--- src/rtl/hpt_pkg.sv ---
// Shared types, constants and codes of the homogeneous point transform.
package hpt_pkg;

    localparam int FRAC_BITS_DEF = 16;
    localparam int COORD_W       = 32;
    localparam int ACC_W         = 66;
    localparam int QUO_W         = 33;
    localparam int MAT_ENTRIES   = 16;
    localparam int MAT_DEPTH     = 48;
    localparam int ADDR_W        = 6;

    localparam logic [1:0] OP_WRITE = 2'd0;
    localparam logic [1:0] OP_IDENT = 2'd1;
    localparam logic [1:0] OP_XFORM = 2'd2;
    localparam logic [1:0] OP_NONE  = 2'd3;

    localparam logic [1:0] SEL_FWD  = 2'd0;
    localparam logic [1:0] SEL_INV  = 2'd1;
    localparam logic [1:0] SEL_INVT = 2'd2;
    localparam logic [1:0] SEL_NONE = 2'd3;

    typedef struct packed {
        logic [1:0]                opcode;
        logic [1:0]                matrix_sel;
        logic [3:0]                entry_index;
        logic signed [COORD_W-1:0] entry_value;
        logic signed [COORD_W-1:0] x_in;
        logic signed [COORD_W-1:0] y_in;
        logic signed [COORD_W-1:0] z_in;
        logic signed [COORD_W-1:0] w_in;
    } item_t;

    typedef struct packed {
        logic signed [COORD_W-1:0] x_out;
        logic signed [COORD_W-1:0] y_out;
        logic signed [COORD_W-1:0] z_out;
        logic                      saturated;
    } result_t;

    typedef logic [3:0][COORD_W-1:0] vec4_t;
    typedef logic [3:0][ACC_W-1:0]   acc4_t;

    typedef struct packed {
        logic               wr_en;
        logic               ident_load;
        logic               rd_en;
        logic [ADDR_W-1:0]  wr_addr;
        logic [ADDR_W-1:0]  rd_addr;
        logic [COORD_W-1:0] wr_data;
    } store_cmd_t;

    typedef struct packed {
        logic       valid;
        logic [3:0] idx;
    } mac_tag_t;

    typedef struct packed {
        logic               done;
        logic               sat;
        logic [COORD_W-1:0] value;
    } lane_res_t;

    typedef enum logic [2:0] {
        ST_IDLE,
        ST_READ,
        ST_MAC,
        ST_DIV_GO,
        ST_DIV_WAIT,
        ST_EMIT
    } hpt_state_t;

    typedef enum logic [2:0] {
        DV_IDLE,
        DV_CHK,
        DV_RUN,
        DV_RND,
        DV_FIN
    } dv_state_t;

endpackage

--- src/rtl/hpt_row_mac.sv ---
// Row multiply-accumulate: one product per cycle, four products per row sum.
module hpt_row_mac #(
    parameter int FRAC_BITS = hpt_pkg::FRAC_BITS_DEF
) (
    input  logic                        clk,
    input  logic                        rst_n,
    input  hpt_pkg::mac_tag_t           tag,
    input  logic [hpt_pkg::COORD_W-1:0] coef,
    input  hpt_pkg::vec4_t              point,
    output hpt_pkg::acc4_t              sums,
    output logic                        done
);
    import hpt_pkg::*;

    localparam logic signed [ACC_W-1:0] HALF = ACC_W'(1) << (FRAC_BITS - 1);

    logic signed [2*COORD_W-1:0] prod_reg;
    mac_tag_t                    tag1_reg;
    logic signed [ACC_W-1:0]     acc_reg;
    acc4_t                       sums_reg;
    logic                        done_reg;
    logic                        done_next;
    logic signed [ACC_W-1:0]     base;
    logic signed [ACC_W-1:0]     sum;

    always_ff @(posedge clk)
    begin
        prod_reg <= $signed(coef) * $signed(point[tag.idx[1:0]]);
    end

    always_comb
    begin
        base      = (tag1_reg.idx[1:0] == 2'd0) ? HALF : acc_reg;
        sum       = base + ACC_W'(prod_reg);
        done_next = tag1_reg.valid && (&tag1_reg.idx);
    end

    always_ff @(posedge clk or negedge rst_n)
    begin
        if (!rst_n)
        begin
            tag1_reg <= '0;
            done_reg <= 1'b0;
        end
        else
        begin
            tag1_reg <= tag;
            done_reg <= done_next;
        end
    end

    always_ff @(posedge clk)
    begin
        if (tag1_reg.valid)
        begin
            if (&tag1_reg.idx[1:0])
            begin
                sums_reg[tag1_reg.idx[3:2]] <= sum >>> FRAC_BITS;
            end
            else
            begin
                acc_reg <= sum;
            end
        end
    end

    assign sums = sums_reg;
    assign done = done_reg;

endmodule

--- config.mk ---
export PLATFORM = sky130hd
export DESIGN_NAME = hpt_row_mac
export DESIGN_NICKNAME = d
export VERILOG_FILES = /design/src/rtl/hpt_pkg.sv /design/src/rtl/hpt_row_mac.sv
export SDC_FILE = /design/constraint.sdc
export NUM_CORES = 2
export LEC_CHECK = 0
export BUFFER_PORTS_ARGS = -buffer_cell sky130_fd_sc_hd__buf_2
export CAP_MARGIN = 10
export CORE_MARGIN = 4
export CORE_UTILIZATION = 40
export DETAILED_ROUTE_END_ITERATION = 8
export GPL_TIMING_DRIVEN = 0
export SLEW_MARGIN = 40
export SYNTH_ARGS = -nofsm -noshare
export SYNTH_HDL_FRONTEND = slang
export SYNTH_SLANG_ARGS = --single-unit
--- constraint.sdc ---
create_clock -name clk -period 7.8 [get_ports clk]
set_input_delay 0 -clock clk [delete_from_list [all_inputs] [get_ports clk]]
set_output_delay 0 -clock clk [all_outputs]
set_load 0.05 [all_outputs]
==> results.md <==
* Ranking of synthesized cells by area: fa_1 (42%), edfxtp_1 (16%), inv_1 (7.6%)
* Critical Path Sink: prod_reg[62]$_DFF_P_
* Multi-input gate area at 37220 sq um
* Synth warnings at 0
* RR Startpoint: tag1_reg[1]$_DFF_PN0_
* Max reg flops at 200
* Area added between synthesis and finish at 15.62%
* Die height at 365.8 um
* Worst EP required at 8270 ps
* Seq/Total Area, Yosys at 0.1839
* Synthesized area per cell at 10.23 sq um
* Startpoint Class: input pin
* Worst-Margin Slew at 1006 ps
* HP Class: input pin to flop
* Fin util at 0.4650
* Cell taking the most area after synthesis: fa_1
* Async set-or-reset flop fraction in the synthesized netlist at 0.01786
* Share of cells above drive strength 1 at 0.1836
* GRT overflow at 0
* Dpl hpwl at 150900 um
* R2R cell count at 15
* Sequential Area at 9419 sq um
* Final setup fails at 0
* Ports at 432
* CTS tree: yes
* Status: complete, no violations
* Vias in the first global route at 39820
* Final wirelength at 185300 um
* CTS Sinks at 336
* Clk root buf: clkbuf_16
* Synth Cell Area at 51210 sq um
* Port bufs at 431
* RePlAce Congestion at 1.004
* First DRT Iteration DRCs at 3076
* Final Hold Viols at 0
* Final WS setup at 34.24 ps
* CP max FO at 10
* Top_reg_cell synth: edfxtp_1
* Synth Instances at 5004
* GRT Overall Usage at 0.2762
* Vias/cell at 5.207
* Slew HR at 0.3293
* Crit. Startpoint: tag[0]
* First-pass GRT wire length at 270800 um
* Final Max Slew Viols at 0
* Crit path largest cell delay at 640 ps
* Worst path slowest cell: fa_2
* Pre-CTS setup slack at -2428 ps
* Clock Path Buffers at 3
* Drt drc at 0
* Worst EP arrival at 8230 ps
* Number of synthesized flops with an enable pin at 266
* Fill count at 12100
* Crit path kind: input pin to flop
* DR WL/cell at 25.46 um
* Largest net degree at the start of global routing at 35
* Placed cell area at 56010 sq um
* Die width at 365.8 um
* Final TNS setup at 0 ps
* Post-synthesis net count at 6503
* Die area at 133800 sq um
* Synthesized flop and latch total at 336
* Fmax at 128.8 MHz
* Min Tclk post-route at 7766 ps
* Num CTS Buffers at 29
* RSZ-0062 raised after global routing: yes
* Worst-path clk slew at 60 ps
* Synth unique cells at 78
* Initial antenna violation count at 25
* Initial Util at 0.4021
* R2R setup slack at 2410 ps
* Clock skew at 23.03 ps
* Tcrit/Tclk final at 0.9956
* Design Area, Final at 59210 sq um
* Core Region at 127400 sq um
* # Max-Cap Violations at 0
* Synth top area share at 0.4233
* Skew-Pair Late Insertion Delay at 580 ps
* Critical Path End Type: flop
* Final ANT Viol Nets at 0
* Crit-path most repeated cell: fa_2
* Detailed Routing Iterations Pass 1 at 6
* # rows at 131
* Max H-tree Level at 1
* Via count at 37890
* R2R Path End: sums[171]$_DFFE_PP_
* Net count, final at 7082
## repair_timing
item	4_1_cts	5_1_grt
pin swaps	60	47
hold buffers	8	0
endpoints found under the setup margin	41	21
resized for setup	268	105
setup buffers	78	29
endpoints found under the hold margin	12	0
## synthesized netlist by cell type, drive strengths merged, types with 3 or more instances
cell type / count
and3: 20
a221oi: 5
nand2b: 7
dfxtp: 64
inv: 1038
a41oi: 7
ha: 249
clkbuf: 245
dfrtp: 6
nor2: 90
nand3: 27
xnor2: 95
a21o: 74
fa: 1083
a21boi: 9
mux4: 31
o21ai: 75
and4: 5
a21oi: 142
o211ai: 4
a311o: 3
nor3b: 4
nor3: 15
o21a: 17
and2: 500
or2: 17
o31ai: 6
a311oi: 3
xor2: 40
edfxtp: 266
nand2: 583
nand3b: 3
a211oi: 14
nor2b: 75
buf: 73
nand4: 33
a31oi: 10
o21bai: 30
## layer usage
metal | GRT usage | part of all wire | vias up | wire length (um)
met5 | 0 | 0.000092 | - | 17
met2 | 0.4192 | 0.43 | 2037 | 80190
met1 | 0.3748 | 0.41 | 19220 | 75360
li1 | - | - | 16240 | -
met4 | 0.1065 | 0.045 | 2 | 8373
met3 | 0.07999 | 0.12 | 387 | 21320
## layout by cell type, fill, tap and decap left out, drive strengths merged, types with 10 or more instances in the layout
cell,n
diode,10
fa,1083
and2,500
a31oi,10
xnor2,95
or2,17
buf,649
dfxtp,64
o21ai,75
nand2,583
nand4,33
a211oi,14
a21oi,142
nor2,90
o21a,17
nor3,15
o21bai,30
xor2,40
clkbuf,248
ha,249
and3,20
inv,1041
edfxtp,266
a21o,74
nor2b,75
mux4,31
nand3,27
## layout make-up
type	count	share of cell area
Multi-Input combinational cell	3312	0.6286
Sequential cell	336	0.1591
Inverter	1038	0.06609
Timing Repair Buffer	567	0.05861
Buffer	299	0.03615
Tap cell	1662	0.03512
Clock buffer	39	0.01373
Clock inverter	14	0.002240
Antenna cell	10	0.0004226
## how the worst min path moves through the flow
stage | cells after the start | from | endpoint | slack, ps
finish | 3 | point[64] | prod_reg[0]$_DFF_P_ | 70
CTS | 2 | tag[0] | tag1_reg[0]$_DFF_PN0_ | 30
global placement | 1 | rst_n | done$_DFF_PN0_ | -170
global route | 3 | point[64] | prod_reg[0]$_DFF_P_ | 70
floorplan | 0 | rst_n | done$_DFF_PN0_ | -300
detailed placement | 1 | rst_n | done$_DFF_PN0_ | -170
## metrics by stage
stage | instances | hold WS [ps]
CTS | 7246 | 32.70
global placement | 7097 | -171.8
global route | 7270 | 71.52
detailed placement | 7117 | -165.5
finish | 7277 | 69.76
floorplan | 5004 | -295.6
## critical path: cells and delay by family
kind | cells | cell delay (ps)
muxes | 1 | 590
AOI/OAI and AO/OA | 6 | 980
xor gates and xnor gates | 1 | 230
and+or+nand+nor | 3 | 480
adders and majority gates | 9 | 4640
buffers and inverters | 9 | 1250
## cells by family after synthesis
kind of cell | synth area share
compound gates | 0.05455
mux | 0.01405
xor+xnor | 0.02309
simple gates | 0.1361
buf+inv | 0.1041
flops | 0.1839
fa+ha+maj | 0.4842
Power is not shown: default switching activity piles up to over one toggle a cycle in this logic, so the estimate is an artifact.
