## config.mk

```make
export PLATFORM = sky130hd
export DESIGN_NAME = hpt_mat_store
export DESIGN_NICKNAME = d
export VERILOG_FILES = /design/src/rtl/hpt_pkg.sv /design/src/rtl/hpt_mat_store.sv
export SDC_FILE = /design/constraint.sdc
export NUM_CORES = 1
export LEC_CHECK = 0
export BUFFER_PORTS_ARGS = -buffer_cell sky130_fd_sc_hd__buf_4
export CAP_MARGIN = 40
export CORE_AREA = 2 2 424 531
export DETAILED_ROUTE_END_ITERATION = 8
export DIE_AREA = 0 0 426 533
export GPL_TIMING_DRIVEN = 0
export SLEW_MARGIN = 30
export SYNTH_ARGS = -nofsm -noshare
export SYNTH_HDL_FRONTEND = slang
export SYNTH_SLANG_ARGS = --single-unit
```

## constraint.sdc

```tcl
create_clock -name clk -period 2.6 [get_ports clk]
set_clock_uncertainty 0.2 [all_clocks]
set_input_delay 0.13 -clock clk [delete_from_list [all_inputs] [get_ports clk]]
set_output_delay 0.13 -clock clk [all_outputs]
set_load 0.05 [all_outputs]
```

## src/rtl/hpt_pkg.sv

```systemverilog
// Shared types, constants and codes of the homogeneous point transform.
package hpt_pkg;

    localparam int FRAC_BITS_DEF = 16;
    localparam int COORD_W       = 32;
    localparam int ACC_W         = 66;
    localparam int QUO_W         = 33;
    localparam int MAT_ENTRIES   = 16;
    localparam int MAT_DEPTH     = 48;
    localparam int ADDR_W        = 6;

    localparam logic [1:0] OP_WRITE = 2'd0;
    localparam logic [1:0] OP_IDENT = 2'd1;
    localparam logic [1:0] OP_XFORM = 2'd2;
    localparam logic [1:0] OP_NONE  = 2'd3;

    localparam logic [1:0] SEL_FWD  = 2'd0;
    localparam logic [1:0] SEL_INV  = 2'd1;
    localparam logic [1:0] SEL_INVT = 2'd2;
    localparam logic [1:0] SEL_NONE = 2'd3;

    typedef struct packed {
        logic [1:0]                opcode;
        logic [1:0]                matrix_sel;
        logic [3:0]                entry_index;
        logic signed [COORD_W-1:0] entry_value;
        logic signed [COORD_W-1:0] x_in;
        logic signed [COORD_W-1:0] y_in;
        logic signed [COORD_W-1:0] z_in;
        logic signed [COORD_W-1:0] w_in;
    } item_t;

    typedef struct packed {
        logic signed [COORD_W-1:0] x_out;
        logic signed [COORD_W-1:0] y_out;
        logic signed [COORD_W-1:0] z_out;
        logic                      saturated;
    } result_t;

    typedef logic [3:0][COORD_W-1:0] vec4_t;
    typedef logic [3:0][ACC_W-1:0]   acc4_t;

    typedef struct packed {
        logic               wr_en;
        logic               ident_load;
        logic               rd_en;
        logic [ADDR_W-1:0]  wr_addr;
        logic [ADDR_W-1:0]  rd_addr;
        logic [COORD_W-1:0] wr_data;
    } store_cmd_t;

    typedef struct packed {
        logic       valid;
        logic [3:0] idx;
    } mac_tag_t;

    typedef struct packed {
        logic               done;
        logic               sat;
        logic [COORD_W-1:0] value;
    } lane_res_t;

    typedef enum logic [2:0] {
        ST_IDLE,
        ST_READ,
        ST_MAC,
        ST_DIV_GO,
        ST_DIV_WAIT,
        ST_EMIT
    } hpt_state_t;

    typedef enum logic [2:0] {
        DV_IDLE,
        DV_CHK,
        DV_RUN,
        DV_RND,
        DV_FIN
    } dv_state_t;

endpackage

```

## src/rtl/hpt_mat_store.sv

```systemverilog
// Matrix store: 48-word synchronous memory with per-entry valid bits.
module hpt_mat_store #(
    parameter int FRAC_BITS = hpt_pkg::FRAC_BITS_DEF
) (
    input  logic                        clk,
    input  logic                        rst_n,
    input  hpt_pkg::store_cmd_t         cmd,
    output logic [hpt_pkg::COORD_W-1:0] rd_data
);
    import hpt_pkg::*;

    localparam logic [COORD_W-1:0] ONE_FX = COORD_W'(1) << FRAC_BITS;

    logic [COORD_W-1:0]   mem [MAT_DEPTH];
    logic [MAT_DEPTH-1:0] vld_reg;
    logic [COORD_W-1:0]   mem_q_reg;
    logic                 vld_q_reg;
    logic [COORD_W-1:0]   dflt_q_reg;
    logic [COORD_W-1:0]   dflt;

    always_comb
    begin
        if (cmd.rd_addr[5:4] == SEL_FWD && cmd.rd_addr[3:2] == cmd.rd_addr[1:0])
        begin
            dflt = ONE_FX;
        end
        else
        begin
            dflt = '0;
        end
    end

    always_ff @(posedge clk or negedge rst_n)
    begin
        if (!rst_n)
        begin
            vld_reg <= '0;
        end
        else if (cmd.ident_load)
        begin
            vld_reg[MAT_ENTRIES-1:0] <= '0;
        end
        else if (cmd.wr_en)
        begin
            vld_reg[cmd.wr_addr] <= 1'b1;
        end
    end

    always_ff @(posedge clk)
    begin
        if (cmd.wr_en)
        begin
            mem[cmd.wr_addr] <= cmd.wr_data;
        end
        if (cmd.rd_en)
        begin
            mem_q_reg  <= mem[cmd.rd_addr];
            vld_q_reg  <= vld_reg[cmd.rd_addr];
            dflt_q_reg <= dflt;
        end
    end

    assign rd_data = vld_q_reg ? mem_q_reg : dflt_q_reg;

endmodule

```

==> results of run 1 <==
==> area by class of cell <==
type,count,area (sq um),share of cell area (%)
antenna,8,20.0,0.0267
buffer,142,801,1.07
clock buffer,198,4250,5.68
clock inverter,77,682,0.911
inverter,2,7.51,0.0100
multi-input combinational,898,13100,17.6
sequential,1618,48300,64.6
tap,2940,3680,4.91
timing repair buffer,250,3920,5.23
==> timing repair <==
item	CTS	global route
setup endpoints to repair	57	18
buffers inserted	0	3
gates resized for setup	34	12
pin swaps	0	1
endpoints found under the hold margin	1666	0
cloned	0	0
hold buffers	52	0
==> synth_stat cells (2+ instances only) <==
| cell type | n | area, sq um |
|---|---|---|
| a211o_1 | 22 | 193 |
| a21o_1 | 32 | 240 |
| a21oi_1 | 22 | 110 |
| a221oi_1 | 20 | 175 |
| a22o_1 | 11 | 96.3 |
| a22oi_1 | 45 | 338 |
| and2_1 | 33 | 206 |
| buf_1 | 22 | 82.6 |
| buf_2 | 36 | 180 |
| buf_4 | 9 | 67.6 |
| buf_6 | 12 | 135 |
| clkbuf_1 | 62 | 233 |
| dfrtp_1 | 48 | 1200 |
| edfxtp_1 | 1570 | 47100 |
| mux2_2 | 43 | 484 |
| mux2i_1 | 47 | 470 |
| mux4_1 | 5 | 131 |
| mux4_2 | 414 | 9320 |
| nand2_1 | 29 | 109 |
| nand2b_1 | 4 | 25.0 |
| nand3_1 | 6 | 30.0 |
| nand3b_1 | 3 | 22.5 |
| nor2_1 | 98 | 368 |
| nor2b_1 | 6 | 37.5 |
| nor3_1 | 3 | 15.0 |
| o211ai_1 | 2 | 15.0 |
| o21ai_0 | 32 | 160 |
| o22ai_1 | 10 | 62.6 |
| or3b_2 | 2 | 17.5 |
| xor2_1 | 2 | 17.5 |
==> layer usage <==
metal | up-vias | track usage [%]
met2 | 1171 | 26.6
met4 | 4 | 6.90
met5 | - | 0
li1 | 12200 | -
met1 | 16300 | 17.4
met3 | 298 | 2.28
==> final timing paths <==
check,startpoint,endpoint
max,cmd[34],mem_q_reg[11]
min,cmd[37],mem_q_reg[31]
max reg2reg,mem[27][3],mem_q_reg[3]
min reg2reg,vld_reg[23],vld_reg[23]
max in group asynchronous,rst_n,vld_reg[29]
min in group asynchronous,rst_n,vld_reg[3]
==> per-stage QoR <==
stage | power (mW) | instances | TNS, ns | setup WS [ns] | instance area (sq um)
after floorplan | 31.1 | 2661 | -182.51 | -0.195 | 61800
after global placement | 32.5 | 5677 | -3324.48 | -2.70 | 66000
after detailed placement | 32.7 | 5793 | -100.27 | -1.63 | 69200
after CTS | 54.9 | 6119 | -0.00418 | -0.00418 | 74700
after global routing | 55.9 | 6129 | 0 | 0.00215 | 74800
final | 54.4 | 6133 | -0.0675 | -0.0493 | 74800
==> cell families after synthesis <==
logic type	after synthesis
AOI/OAI and AO/OA	198
xor gates and xnor gates	2
buffers and inverters	145
DFF	1618
muxes	509
and+or+nand+nor	189
==> worst max-delay path: cells and delay by family <==
family / cells / cell delay [ns]
muxes: 1 / 0.37
buffers and inverters: 4 / 1.46
AOI/OAI and AO/OA: 3 / 0.95
==> power by group <==
group / leakage [nW] / switching, mW / internal, mW
clock: 2.41 / 9.61 / 12.6
sequential: 14.8 / 0.0989 / 28.9
combinational: 6.46 / 1.99 / 1.21
==> run_results.csv, run 1 <==
group,metric,value,unit
status,status,"finished with violations",
status,violations,"negative setup slack",
finish,drive_gt1_share,32.0,%
cts,clk_pin_slew,0.06,ns
setup_path,path_class,"in -> reg",
setup_path,cpPeakStageDelay,0.50,ns
global_route,grt_max_degree,49,
setup_path,cp_slowest_cell,"a221oi_2",
sta,max-slew-margin-rel,37.8,%
pwr,ir_drop,0.726,mV
logic_synthesis,ys_warn_count,0,
die,die_area,227000,sq um
logic_synthesis,synthXorXnorAreaFrac,0.0284,%
cts,cts_buffer_depth,3,
global_route,gr-total-overflow,0,
finish,final_cell_mix,"edfxtp_1, mux4_2, clkbuf_16, buf_4, buf_16",
sta,hold_violations,0,
global_route,grt_pass1_wl,238000,microns
setup_path,end_kind,"flop",
place,io_buffers,76,
route,ant_nets,0,
sta,finalMaxSlewViolations,0,
die,start_util,27.8,%
finish,utilization,33.7,%
logic_synthesis,synth_area,61800,sq um
setup_path,r2r_slack,0.05,ns
logic_synthesis,syn_nets,2710,
sta,fin_crit_sh,102,%
setup_path,crit_required,2.90,ns
cts,cts_buffers,158,
sta,hold_ws,0.104,ns
finish,fin_nets,3119,
pwr,power_density,727,nW/um^2
logic_synthesis,synthAdderAreaFrac,0,%
die,rows,194,
logic_synthesis,synth_area_per_cell,23.2,sq um
logic_synthesis,synthArstFlopShare,2.97,%
route,wire_per_inst,27.9,microns
finish,n_fill_cell,20600,
logic_synthesis,synth_ff_type,"edfxtp_1",
job,cap_violations,0,
sta,max_freq,0.377,GHz
route,highest_layer,"met5",
logic_synthesis,synth.distinct_cells,41,
cts,cts_tree,"done",
finish,area_growth_syn_to_layout,21.2,%
logic_synthesis,synth_top_family_by_area,"multiplexers",
hold_path,hold_class,"in -> reg",
route,via_count,29900,
logic_synthesis,muxShareOfSynthArea,16.9,%
setup_path,crit_arrival,2.94,ns
logic_synthesis,synth_edf_count,1570,
setup_path,cp_common_cell,"buf_4",
logic_synthesis,synth_compound_area_share,2.27,%
finish,final_common_cell,"edfxtp_1",
logic_synthesis,netlist_instances,2661,
sta,rsz0062_at_grt,"no",
place,dp_hpwl,119000,microns
route,routed_wl,171000,microns
cts,clock_latency,0.79,ns
logic_synthesis,synthSimpleGateAreaFrac,1.40,%
cts,clockRootBuffer,"clkbuf_16",
die,io_pins,81,
logic_synthesis,ys_seq_area_share,78.3,%
sta,setup_slack,-0.0493,ns
global_route,grt_pass1_vias,30800,
hold_path,worstHoldPathCells,3,
finish,largest_register_ffs,1536,
pwr,leakage,23.7,nW
route,wl_met2,90100,microns
setup_path,crit_fanout,10,
die,core-area,222000,sq um
global_route,grtUsageTotal,14.8,%
die,die_w,426,microns
logic_synthesis,ys_ff_latch,1618,
setup_path,crit_chain,"clkbuf_1 -> clkbuf_4 -> buf_4 -> buf_4 -> mux2i_1 -> o22ai_1 -> a221oi_2 -> o21ai_0",
sta,period_needed,2.65,ns
global_route,antenna_found_initial,10,
sta,setup_viol,2,
cts,cts.htree.levels,4,
route,wl_met3,10200,microns
setup_path,crit_path_start_kind,"primary input",
die,die_h,533,microns
sta,worstMarginPinSlew,0.933,ns
setup_path,rr_worst_depth,5,
route,avgViaCountPerCell,4.88,
route,wl_met1,61700,microns
cts,cts_num_sinks,1618,
place,place.gp.congestion,0.790,
route,drc,0,
route,drt_pass1_iterations,5,
route,drt_first_iter_violations,3162,
(Power assumes the default switching activity.)
==> run 2, diff against run 1 <==
Settings changed: CORE_AREA 2 2 424 531 to 2 2 499 451, DIE_AREA 0 0 426 533 to 0 0 501 453.
==> run_results.csv, run 2 (synthesis results as in run 1) <==
group,metric,value,unit
status,status,"finished with violations",
status,violations,"negative setup slack",
setup_path,crit_path_start_kind,"primary input",
finish,n_fill_cell,20200,
die,die_h,453,microns
pwr,power_density,724,nW/um^2
route,avgViaCountPerCell,4.88,
global_route,gr-total-overflow,0,
cts,clock_latency,0.79,ns
route,via_count,29900,
finish,fin_cells,6119,
pwr,power_frac_comb,5.9,%
sta,rsz0062_at_grt,"no",
sta,finalMaxSlewViolations,0,
global_route,grt_pass1_wl,229000,microns
job,cap_violations,0,
place,io_buffers,76,
cts,cts.htree.levels,4,
pwr,power_switching,11.7,mW
route,routed_wl,161000,microns
pwr,clkPwrFrac,40.5,%
finish,final_common_cell,"edfxtp_1",
cts,cts_num_sinks,1618,
finish,largest_register_ffs,1536,
place,dp_hpwl,110000,microns
place,place.gp.congestion,0.802,
pwr,intPower,42.4,mW
sta,fin_crit_sh,102,%
sta,setup_viol,2,
finish,area_growth_syn_to_layout,21.0,%
route,drc,0,
cts,cts_buffers,164,
cts,clockRootBuffer,"clkbuf_16",
global_route,grt_max_degree,49,
hold_path,hold_class,"in -> reg",
place,place_inst,5752,
setup_path,crit_arrival,2.94,ns
finish,drive_gt1_share,31.4,%
setup_path,end_kind,"flop",
die,start_util,27.9,%
sta,worstMarginPinSlew,0.896,ns
cts,cts_buffer_depth,3,
setup_path,crit_required,2.87,ns
pwr,ir_drop,0.670,mV
die,die_w,501,microns
setup_path,path_class,"in -> reg",
sta,hold_violations,0,
route,drt_pass1_iterations,6,
die,rows,164,
cts,clk_pin_slew,0.06,ns
sta,period_needed,2.66,ns
route,ant_nets,0,
global_route,grt_pass1_vias,30100,
die,io_pins,81,
finish,fin_nets,3124,
finish,final_cell_mix,"edfxtp_1, mux4_2, clkbuf_16, buf_4, clkbuf_1",
die,die_area,227000,sq um
pwr,swShare,21.6,%
pwr,pwr-share-seq,53.6,%
pwr,leakage,23.6,nW
sta,setup_slack,-0.0639,ns
global_route,grtUsageTotal,14.1,%
route,drt_first_iter_violations,3537,
setup_path,crit_fanout,10,
pwr,finalPower,54.1,mW
sta,max_freq,0.375,GHz
route,wire_per_inst,26.4,microns
cts,post_cts_buffers,0,
sta,max-slew-margin-rel,40.2,%
global_route,antenna_found_initial,19,
cts,cts_tree,"done",
die,core-area,221000,sq um
==> run 2: cell count changes in the layout (fill, tap and decap cells not counted), sizes merged <==
cell / change
clkbuf: +19
buf: -9
dlygate4sd3: +7
clkdlybuf4s18: +1
bufinv: -9
clkinvlp: -1
clkinv: +13
==> run 2: worst max-delay path: stages <==
cell	delay [ns]
clkbuf_1	0.39
buf_4	0.33
buf_4	0.30
clkdlybuf4s18_2	0.50
mux2i_2	0.44
o22ai_1	0.21
a221oi_2	0.39
o21ai_0	0.21
==> run 2: worst paths after layout <==
check	start	end	slack, ns	cells after the start
worst min-delay path	cmd[36]	mem_q_reg[31]	0.09	4
worst min register to register	vld_reg[31]	vld_reg[31]	0.26	1
worst max register to register	mem[31][3]	mem_q_reg[3]	0.02	5
max in group asynchronous	rst_n	vld_reg[6]	1.67	4
min in group asynchronous	rst_n	vld_reg[33]	0.31	4
worst max-delay path	cmd[34]	mem_q_reg[3]	-0.06	8
==> run 2: area by class of cell <==
class                           count  area (sq um)  share of cell area (%)
Antenna cell                        8          20.0                  0.0268
Buffer                            143           790                    1.06
Clock buffer                      217          4480                    6.00
Clock inverter                     80           487                   0.651
Inverter                            2          7.51                  0.0100
Multi-Input combinational cell    898         13200                    17.6
Sequential cell                  1618         48300                    64.7
Tap cell                         2905          3630                    4.87
Timing Repair Buffer              248          3790                    5.07
==> run 2: timing repair <==
action                                  CTS  global route
hold buffers                             51             8
gates resized for setup                  33            11
setup endpoints to repair                54            19
endpoints found under the hold margin  1659            32
==> run 2: per-layer routing <==
metal | wire length (microns) | share of wire, % | track usage, % | vias up
li1 | - | - | - | 12200
met1 | 65500 | 41 | 19.0 | 16100
met2 | 77900 | 48 | 22.6 | 1265
met3 | 14200 | 8.8 | 3.38 | 240
met4 | 3820 | 2.4 | 4.07 | 8
met5 | 56 | 0.035 | 0 | -
==> run 2: power groups by stage <==
stage	registers, mW	clock network [mW]	logic (mW)
floorplan	29.5	0	1.62
global placement	29.5	0	2.95
detailed placement	29.5	0	3.10
CTS	29.0	22.3	3.21
global route	29.0	23.3	3.37
finish	29.0	21.9	3.20
==> run 2: through the flow <==
stage,hold slack (ns),utilization [%],TNS [ns],setup WS (ns),area (sq um)
global placement,-0.0302,29.8,-3159.28,-2.57,66000
finish,0.0876,33.7,-0.0742,-0.0639,74700
CTS,0.0212,33.7,0,0.00358,74500
detailed placement,-0.0184,31.1,-101.88,-1.54,68900
global route,0.0936,33.7,0,0.00147,74700
floorplan,-0.366,-,-182.51,-0.195,61800
