--- src/rtl/hpt_pkg.sv ---
// Shared types, constants and codes of the homogeneous point transform.
package hpt_pkg;

    localparam int FRAC_BITS_DEF = 16;
    localparam int COORD_W       = 32;
    localparam int ACC_W         = 66;
    localparam int QUO_W         = 33;
    localparam int MAT_ENTRIES   = 16;
    localparam int MAT_DEPTH     = 48;
    localparam int ADDR_W        = 6;

    localparam logic [1:0] OP_WRITE = 2'd0;
    localparam logic [1:0] OP_IDENT = 2'd1;
    localparam logic [1:0] OP_XFORM = 2'd2;
    localparam logic [1:0] OP_NONE  = 2'd3;

    localparam logic [1:0] SEL_FWD  = 2'd0;
    localparam logic [1:0] SEL_INV  = 2'd1;
    localparam logic [1:0] SEL_INVT = 2'd2;
    localparam logic [1:0] SEL_NONE = 2'd3;

    typedef struct packed {
        logic [1:0]                opcode;
        logic [1:0]                matrix_sel;
        logic [3:0]                entry_index;
        logic signed [COORD_W-1:0] entry_value;
        logic signed [COORD_W-1:0] x_in;
        logic signed [COORD_W-1:0] y_in;
        logic signed [COORD_W-1:0] z_in;
        logic signed [COORD_W-1:0] w_in;
    } item_t;

    typedef struct packed {
        logic signed [COORD_W-1:0] x_out;
        logic signed [COORD_W-1:0] y_out;
        logic signed [COORD_W-1:0] z_out;
        logic                      saturated;
    } result_t;

    typedef logic [3:0][COORD_W-1:0] vec4_t;
    typedef logic [3:0][ACC_W-1:0]   acc4_t;

    typedef struct packed {
        logic               wr_en;
        logic               ident_load;
        logic               rd_en;
        logic [ADDR_W-1:0]  wr_addr;
        logic [ADDR_W-1:0]  rd_addr;
        logic [COORD_W-1:0] wr_data;
    } store_cmd_t;

    typedef struct packed {
        logic       valid;
        logic [3:0] idx;
    } mac_tag_t;

    typedef struct packed {
        logic               done;
        logic               sat;
        logic [COORD_W-1:0] value;
    } lane_res_t;

    typedef enum logic [2:0] {
        ST_IDLE,
        ST_READ,
        ST_MAC,
        ST_DIV_GO,
        ST_DIV_WAIT,
        ST_EMIT
    } hpt_state_t;

    typedef enum logic [2:0] {
        DV_IDLE,
        DV_CHK,
        DV_RUN,
        DV_RND,
        DV_FIN
    } dv_state_t;

endpackage

--- src/rtl/hpt_div_lane.sv ---
// Division lane: perspective divide of one coordinate, one quotient bit per cycle.
module hpt_div_lane #(
    parameter int FRAC_BITS = hpt_pkg::FRAC_BITS_DEF
) (
    input  logic                             clk,
    input  logic                             rst_n,
    input  logic                             start,
    input  logic signed [hpt_pkg::ACC_W-1:0] r,
    input  logic signed [hpt_pkg::ACC_W-1:0] w,
    output hpt_pkg::lane_res_t               res
);
    import hpt_pkg::*;

    localparam int QI = COORD_W - FRAC_BITS;
    localparam logic signed [ACC_W-1:0] ONE_W = ACC_W'(1) << FRAC_BITS;
    localparam logic [ACC_W-1:0] POS_MAX = ACC_W'({1'b0, {(COORD_W-1){1'b1}}});
    localparam logic [ACC_W-1:0] NEG_MAX = ACC_W'(1) << (COORD_W - 1);

    dv_state_t          st_reg, st_next;
    logic [ACC_W-1:0]   a_reg, a_next;
    logic [ACC_W-1:0]   d_reg, d_next;
    logic               neg_reg, neg_next;
    logic               div_reg, div_next;
    logic [ACC_W-1:0]   rem_reg, rem_next;
    logic [QUO_W-1:0]   low_reg, low_next;
    logic [QUO_W-1:0]   q_reg, q_next;
    logic [5:0]         step_reg, step_next;
    logic [ACC_W-1:0]   mag_reg, mag_next;
    lane_res_t          res_reg, res_next;
    logic [ACC_W:0]     p;
    logic               ge;
    logic               ovf;

    always_comb
    begin
        st_next   = st_reg;
        a_next    = a_reg;
        d_next    = d_reg;
        neg_next  = neg_reg;
        div_next  = div_reg;
        rem_next  = rem_reg;
        low_next  = low_reg;
        q_next    = q_reg;
        step_next = step_reg;
        mag_next  = mag_reg;
        res_next  = res_reg;
        p   = {rem_reg, low_reg[QUO_W-1]};
        ge  = p >= {1'b0, d_reg};
        ovf = {{QI{1'b0}}, a_reg} >= {d_reg, {QI{1'b0}}};
        unique case (st_reg)
            DV_IDLE:
            begin
                if (start)
                begin
                    a_next        = (r < 0) ? ACC_W'(-r) : ACC_W'(r);
                    d_next        = (w < 0) ? ACC_W'(-w) : ACC_W'(w);
                    neg_next      = r < 0;
                    div_next      = (w < 0) || (w > 0 && w < ONE_W);
                    res_next.done = 1'b0;
                    st_next       = DV_CHK;
                end
            end
            DV_CHK:
            begin
                if (!div_reg)
                begin
                    mag_next = a_reg;
                    st_next  = DV_FIN;
                end
                else if (ovf)
                begin
                    mag_next = '1;
                    st_next  = DV_FIN;
                end
                else
                begin
                    rem_next  = a_reg >> QI;
                    low_next  = QUO_W'(a_reg[QI-1:0]) << (FRAC_BITS + 1);
                    q_next    = '0;
                    step_next = '0;
                    st_next   = DV_RUN;
                end
            end
            DV_RUN:
            begin
                rem_next  = ge ? ACC_W'(p - {1'b0, d_reg}) : ACC_W'(p);
                q_next    = {q_reg[QUO_W-2:0], ge};
                low_next  = {low_reg[QUO_W-2:0], 1'b0};
                step_next = step_reg + 6'd1;
                if (step_reg == 6'(QUO_W - 1))
                begin
                    st_next = DV_RND;
                end
            end
            DV_RND:
            begin
                mag_next = ACC_W'(q_reg[QUO_W-1:1]) + ACC_W'(q_reg[0]);
                st_next  = DV_FIN;
            end
            DV_FIN:
            begin
                if (neg_reg)
                begin
                    res_next.sat   = mag_reg > NEG_MAX;
                    res_next.value = (mag_reg > NEG_MAX) ? NEG_MAX[COORD_W-1:0]
                                                         : COORD_W'(-mag_reg);
                end
                else
                begin
                    res_next.sat   = mag_reg > POS_MAX;
                    res_next.value = (mag_reg > POS_MAX) ? POS_MAX[COORD_W-1:0]
                                                         : mag_reg[COORD_W-1:0];
                end
                res_next.done = 1'b1;
                st_next       = DV_IDLE;
            end
            default:
            begin
                st_next = DV_IDLE;
            end
        endcase
    end

    always_ff @(posedge clk or negedge rst_n)
    begin
        if (!rst_n)
        begin
            st_reg  <= DV_IDLE;
            res_reg <= '0;
        end
        else
        begin
            st_reg  <= st_next;
            res_reg <= res_next;
        end
    end

    always_ff @(posedge clk)
    begin
        a_reg    <= a_next;
        d_reg    <= d_next;
        neg_reg  <= neg_next;
        div_reg  <= div_next;
        rem_reg  <= rem_next;
        low_reg  <= low_next;
        q_reg    <= q_next;
        step_reg <= step_next;
        mag_reg  <= mag_next;
    end

    assign res = res_reg;

endmodule

--- config.mk ---
export PLATFORM = sky130hd
export DESIGN_NAME = hpt_div_lane
export DESIGN_NICKNAME = d
export VERILOG_FILES = /design/src/rtl/hpt_pkg.sv /design/src/rtl/hpt_div_lane.sv
export SDC_FILE = /design/constraint.sdc
export NUM_CORES = 1
export LEC_CHECK = 0
export BUFFER_PORTS_ARGS = -buffer_cell sky130_fd_sc_hd__buf_4
export CAP_MARGIN = 25
export CORE_MARGIN = 2
export CORE_UTILIZATION = 25
export DETAILED_ROUTE_END_ITERATION = 6
export GPL_TIMING_DRIVEN = 0
export PLACE_DENSITY = 0.48
export SKIP_LAST_GASP = 1
export SLEW_MARGIN = 20
export SYNTH_ARGS = -nofsm -noshare
export SYNTH_HDL_FRONTEND = slang
export SYNTH_SLANG_ARGS = --single-unit
--- constraint.sdc ---
create_clock -name clk -period 31.6 [get_ports clk]
set_input_delay 1.58 -clock clk [delete_from_list [all_inputs] [get_ports clk]]
set_output_delay 1.58 -clock clk [all_outputs]
set_load 0.01 [all_outputs]
==> results of run 1 <==
-- worst paths after layout --
| check | cells past startpoint | end | slack [ps] | from |
|---|---|---|---|---|
| max | 10 | div_reg$_DFFE_PP_ | 26180 | w[5] |
| min | 1 | res[1]$_DFFE_PN0P_ | 490 | res[1]$_DFFE_PN0P_ |
| max reg2reg | 14 | res[24]$_DFFE_PN0P_ | 26680 | mag_reg[0]$_DFFE_PP_ |
| min reg2reg | 1 | res[1]$_DFFE_PN0P_ | 490 | res[1]$_DFFE_PN0P_ |
| max in group asynchronous | 1 | res[29]$_DFFE_PN0P_ | 30260 | rst_n |
| min in group asynchronous | 1 | res[33]$_DFFE_PN0P_ | 980 | rst_n |
-- kinds of logic after synthesis --
| logic type | count (synthesis) | share of synthesized area |
|---|---|---|
| xor+xnor | 220 | 0.0840 |
| buf+inv | 205 | 0.0335 |
| mux | 54 | 0.0236 |
| simple gates | 845 | 0.181 |
| compound gates | 562 | 0.150 |
| flops | 358 | 0.460 |
| fa+ha+maj | 124 | 0.0679 |
-- power groups by stage --
stage / combinational (mW) / clock [mW] / sequential (mW)
after floorplan: 0.713 / 0 / 0.837
after global placement: 1.02 / 0 / 0.894
after detailed placement: 1.07 / 0 / 0.835
after CTS: 1.08 / 0.507 / 0.828
after global routing: 1.20 / 0.527 / 0.844
final: 1.08 / 0.497 / 0.828
-- through the flow --
step	util	hold slack (ps)	instance area, sq um	total power, mW
floorplan	-	474	22900	1.55
global placement	0.281	477	25700	1.92
detailed placement	0.286	480	26100	1.91
CTS	0.301	494	27500	2.41
global route	0.301	511	27500	2.57
finish	0.301	488	27500	2.41
-- cells in the final DEF (no fill, tap or decap), drive strengths merged, types with 47 or more instances in the layout --
cell type | netlist | routed
a21o | 55 | 55
a21oi | 157 | 157
buf | 6 | 190
clkbuf | 97 | 143
edfxtp | 321 | 321
ha | 123 | 123
inv | 102 | 104
mux2i | 53 | 53
nand2 | 248 | 248
nand3 | 49 | 49
nand4 | 47 | 47
nor2 | 202 | 202
nor3 | 66 | 66
o21ai | 179 | 179
o31ai | 54 | 54
xnor2 | 165 | 165
xor2 | 55 | 55
-- routing by layer --
metal  vias up  share of wire  track usage  routed length, microns
li1       9208              -            -                       -
met1      9066           0.48        0.233                   37000
met4         0          0.021       0.0386                    1660
met5         -              0            0                       0
met2       543           0.44        0.256                   34500
met3        85          0.058       0.0209                    4490
-- area by class of cell --
class | count | area, sq um
Sequential cell | 358 | 10600
Clock buffer | 46 | 1090
Antenna cell | 2 | 5.00
Multi-Input combinational cell | 1805 | 11600
Fill cell | 9589 | 63800
Timing Repair Buffer | 184 | 1620
Inverter | 102 | 383
Tap cell | 1186 | 1480
Clock inverter | 33 | 290
Buffer | 103 | 392
==> metrics, run 1 <==
CP required=31940 ps; Hold Vio Cnt, Final=0; Tmin final=5420 ps; Hold/Removal Path Class=reg -> reg; top-count cell post-synth=edfxtp_1; Comb pwr share=0.449; DRT Wirelength=77600 microns; sequential element share of the synthesized area=0.460; Post-synth EDFFs=321; GRT overflow=0; Sink Count=~360; Die X-Extent=about 310 microns; Avg Cell Area, Syn=9.69 sq um; CTS tree=built; crit end category=flip-flop; Max VDD drop=between 0.00003 and 0.00004 V; cells along the critical path=buf_4 > nor4_1 > nand4b_1 > or4_1 > clkbuf_1 > or3_1 > or3_1 > or4_1 > or4_1 > a31o_2; Clk Latency, worst-skew pair=roughly 600 ps; cell at the root of the clock tree=clkbuf_16; run status=complete, no violations; largest net degree at the start of global routing=52; top cells by count, synth=321 x edfxtp_1, 248 x nand2_1, 202 x nor2_1; Clk pwr share=0.207; Resized cells post-CTS=0; pins over their slew limit=0; Seq pwr share=0.344; PwrDens=between 80 and 90 nW/um^2; asr flop ratio synth=0.103; Synth area leaders=edfxtp_1 42%, ha_1 6.7%, xnor2_1 6.3%; Sw Ratio=0.411; Setup TNS=0 ps; WL/cell=20.3 microns; CP dominant cell by count=or4_1; CP max-delay cell=nor4_1; Die ar.=around 94000 sq um; DP Worst Slack=between 20000 and 30000 ps; CTS Buf Count=43; CP top delay family=simple AND/OR/NAND/NOR gates; crit start category=primary input; Max Cap Viol=0; Syn Inst Count=~2400; Synth top area share=0.420; Area Growth Syn to Fin=19.7%; Initial Util=0.251; cell leakage power=10.2 nW; Worst Path Arrival=5760 ps; vias=18902; share of cells above drive strength 1=0.111; Synth Register Bits=approximately 360; row count=111; final number of setup-violating endpoints=0; initial drt markers=~1700; clk slew on worst S/H paths=60 ps; Fmax=between 150 and 200 MHz; Final period util=0.171; RSZ-0062 raised after global routing=false; Final GP Congestion=a little under 0.9; distinct cell type count after synthesis=between 60 and 70; Synth Flop Type=edfxtp_1; post-CTS setup buffer count=0; vias per std cell=4.95; vias in the first global route=18288; Yosys top cell by area=edfxtp_1; hpwl dp=around 61000 microns; Longest Clk Path Bufs=3; max incr delay on CP=between 700 and 800 ps; die extent in y=307 microns; Buf/Inv on CP=2; # DRC=0; io pins=169; Layout Skew=about 27 ps; Pre-Repair DR Iteration Count=6; GRT Total Usage=0.162; first-pass GRT wire length=approximately 120000 microns; Worst Setup Slack, final=26180 ps; syn nets=between 2000 and 3000; post-synthesis cell area=around 23000 sq um; Slew @ Worst Pin=around 1100 ps; Post-Layout Cell Count=3819; initial antenna violation count=7; P_sw=0.990 mW; H-tree levels=2; Routed Antenna Nets=0; Placed Cells=roughly 3700; PortBufs=approximately 170; WS Path Type=in -> reg; Max-Slew Margin vs Limit=0.294; Final #Nets=2856; P_int=1.42 mW; CP max FO=8; Synth warnings=0; CTS Hold Bufs=0; area of the core=just over 90000 sq um
No activity file was read; power rests on OpenSTA's default activity.
==> run 2, diff against run 1 <==
Settings changed: PLACE_DENSITY 0.48 to 0.49.
Clock period 31.6 ns to 4.4 ns, I/O delays scaled along.
==> run 2 against run 1 <==
Effect of this change: final area up 5.0%; first-iteration DRC count up 23%; register-to-register slack worse by 27000 ps; total power rose to 7.3 times the previous value; largest cell class unchanged; cell count up 3.3%; setup slack worse by 26000 ps; via count up 3.2%; core utilization up 1.5 points; sequential power rose to 7.2 times the previous value; clock skew up 19 ps; combinational power rose to 7.3 times the previous value.
==> metrics, run 2 (synthesis gave the netlist of run 1 again) <==
Worst Setup Slack, final=141 ps (was 26180 ps); CP dominant cell by count=buf_2 (was or4_1); Longest Clk Path Bufs=3 (unchanged); pins over their slew limit=0 (unchanged); Final #Nets=2982 (was 2856); FF-to-FF path depth=13 (was 14); Die X-Extent=307 microns (unchanged); Final GP Congestion=0.882 (was 0.892); WS Path Type=reg -> reg (was in -> reg); area of the core=91200 sq um (unchanged); Sw Ratio=0.403 (was 0.411); Initial Util=0.251 (unchanged); Clk Latency, worst-skew pair=580 ps (was 600 ps); Max Cap Viol=0 (unchanged); PwrDens=606 nW/um^2 (was 87.7 nW/um^2); final number of setup-violating endpoints=0 (unchanged); Slew @ Worst Pin=1020 ps (was 1060 ps); Fmax=between 200 and 250 MHz; io pins=169 (unchanged); hold endpoint=a_reg[1]$_DFFE_PP_ (was res[1]$_DFFE_PN0P_); H-tree levels=2 (unchanged); storage element area=10600 sq um (unchanged); vias=19505 (was 18902); initial drt markers=2040 (was 1656); crit end category=flip-flop (unchanged); initial antenna violation count=8 (was 7); terminus of the critical flop-to-flop path=rem_reg[43]$_DFFE_PP_ (was res[24]$_DFFE_PN0P_); vias per std cell=4.94 (was 4.95); DRT Wirelength=79200 microns (was 77600 microns); row count=111 (unchanged); area of the multi-input gates=11700 sq um (was 11600 sq um); PortBufs=167 (unchanged); Fillers=9460 (was 9589); fin util=0.316 (was 0.301); R2R Setup Slk=140 ps (was 26680 ps); Routed Antenna Nets=0 (unchanged); CTS tree=built (unchanged); Hold/Removal Path Class=in -> reg (was reg -> reg); hold path start=r[1] (was res[1]$_DFFE_PN0P_); P_int=10.4 mW (was 1.42 mW); max incr delay on CP=470 ps (was 710 ps); first-pass GRT wire length=118000 microns (was 116000 microns); vias in the first global route=18973 (was 18288); Sink Count=358 (unchanged); GRT overflow=0 (unchanged); Clk pwr share=0.208 (was 0.207); worst r2r src=rem_reg[5]$_DFFE_PP_ (was mag_reg[0]$_DFFE_PP_); hold path cells=3 (was 1); CP required=4720 ps (was 31940 ps); cell leakage power=10.8 nW (was 10.2 nW); cells along the critical path=ha_1 > a21oi_1 > nand2_1 > o21a_1 > o2111ai_1 > nand4_1 > nand3_1 > a21oi_2 > nor2_1 > buf_2 > buf_2 > mux2i_1 > o21ai_0 (was buf_4 > nor4_1 > nand4b_1 > or4_1 > clkbuf_1 > or3_1 > or3_1 > or4_1 > or4_1 > a31o_2); DP Worst Slack=-546 ps (was 25550 ps); Worst Path Arrival=4580 ps (was 5760 ps); crit start category=flip-flop (was primary input); RSZ-0062 raised after global routing=true (was false); largest net degree at the start of global routing=39 (was 52); run status=complete, no violations (unchanged); CP max FO=10 (was 8); Comb pwr share=0.451 (was 0.449); commonest non-fill, non-tap cell in the layout=edfxtp_1 (unchanged); Layout Skew=45.9 ps (was 27.2 ps); Pre-Repair DR Iteration Count=5 (was 6); Hold Vio Cnt, Final=0 (unchanged); WL/cell=20.1 microns (was 20.3 microns); Final period util=0.968; Die ar.=94200 sq um (unchanged); cell at the root of the clock tree=clkbuf_16 (unchanged); Tmin final=~4300 ps; commonest cells after routing, fill and taps aside=321 x edfxtp_1, 248 x nand2_1, 202 x nor2_1 (unchanged); CP max-delay cell=o2111ai_1 (was nor4_1); die extent in y=307 microns (unchanged); Seq pwr share=0.341 (was 0.344); hpwl dp=61100 microns (was 61000 microns); # DRC=0 (unchanged); share of cells above drive strength 1=0.110 (was 0.111); Max VDD drop=0.000285 V (was 0.0000371 V); Area Growth Syn to Fin=25.7% (was 19.7%); GRT Total Usage=0.165 (was 0.162); clk slew on worst S/H paths=60 ps (about the same); CTS Buf Count=41 (was 43); Max-Slew Margin vs Limit=0.318 (was 0.294); P_sw=7.05 mW (was 0.990 mW); Setup TNS=0 ps (unchanged)
## run 2: changes by cell type in the layout (fill, tap and decap cells not counted), moves of 3 or more
cell           previous run  this run
dlygate4sd3_1             0       131
clkbuf_1                 97        88
clkinv_2                 10         3
clkbuf_2                  3         8
bufinv_16                 3         7
buf_16                   11         8
buf_4                   168       171
clkinvlp_4                5         2
diode_2                   2         5
## run 2: per-stage QoR
step / total power [mW] / hold slack (ps) / instances / instance area [sq um]
global route: 18.6 / 57.8 / 3940 / 28800
floorplan: 11.0 / -75.6 / 2368 / 23000
detailed placement: 13.7 / 232 / 3734 / 26000
finish: 17.5 / 40.9 / 3945 / 28800
global placement: 13.5 / 235 / 3721 / 25700
CTS: 17.5 / 19.7 / 3941 / 28800
## run 2: routing by layer
metal  GRT usage  share of wire
met5           0        0.00016
met4      0.0459          0.023
met3      0.0265          0.066
met2       0.262           0.44
met1       0.232           0.47
## run 2: worst max-delay path by stage
stage | from | end | slack [ps]
floorplan | a_reg[35]$_DFFE_PP_ | low_reg[17]$_SDFFCE_PP0P_ | 3
global placement | st_reg[2]$_DFFE_PN0P_ | d_reg[19]$_DFFE_PP_ | -2090
global route | d_reg[6]$_DFFE_PP_ | rem_reg[40]$_DFFE_PP_ | -60
detailed placement | d_reg[7]$_DFFE_PP_ | rem_reg[24]$_DFFE_PP_ | -550
CTS | d_reg[7]$_DFFE_PP_ | rem_reg[24]$_DFFE_PP_ | -8
finish | rem_reg[5]$_DFFE_PP_ | rem_reg[43]$_DFFE_PP_ | 140
## run 2: power by group through the flow
| stage | registers [mW] | clock network, mW | logic, mW |
|---|---|---|---|
| detailed placement | 6.01 | 0 | 7.64 |
| finish | 5.96 | 3.64 | 7.88 |
| CTS | 5.95 | 3.72 | 7.82 |
| floorplan | 5.85 | 0 | 5.13 |
| global route | 6.08 | 3.84 | 8.72 |
| global placement | 6.17 | 0 | 7.33 |
## run 2: cell type report
cell class	count	area share
antenna	5	0.000434
buffer	100	0.0139
clock buffer	49	0.0373
clock inverter	25	0.0106
inverter	102	0.0133
multi-input combinational	1805	0.406
sequential	358	0.366
tap	1186	0.0514
timing repair buffer	315	0.101
## run 2: worst max-delay path, delay by kind of cell, from the launching register on
family,cells,cell delay (ps)
compound gates,5,1160
fa+ha+maj,1,360
buf+inv,2,760
flops,1,400
mux,1,300
simple gates,4,990
## run 2: repair_timing
action                                 CTS  global route
resized for setup                       12            24
pin swaps                                1             3
endpoints found under the hold margin  168             0
buffers inserted                         2             2
hold buffers                           131             0
setup endpoints to repair              109           137
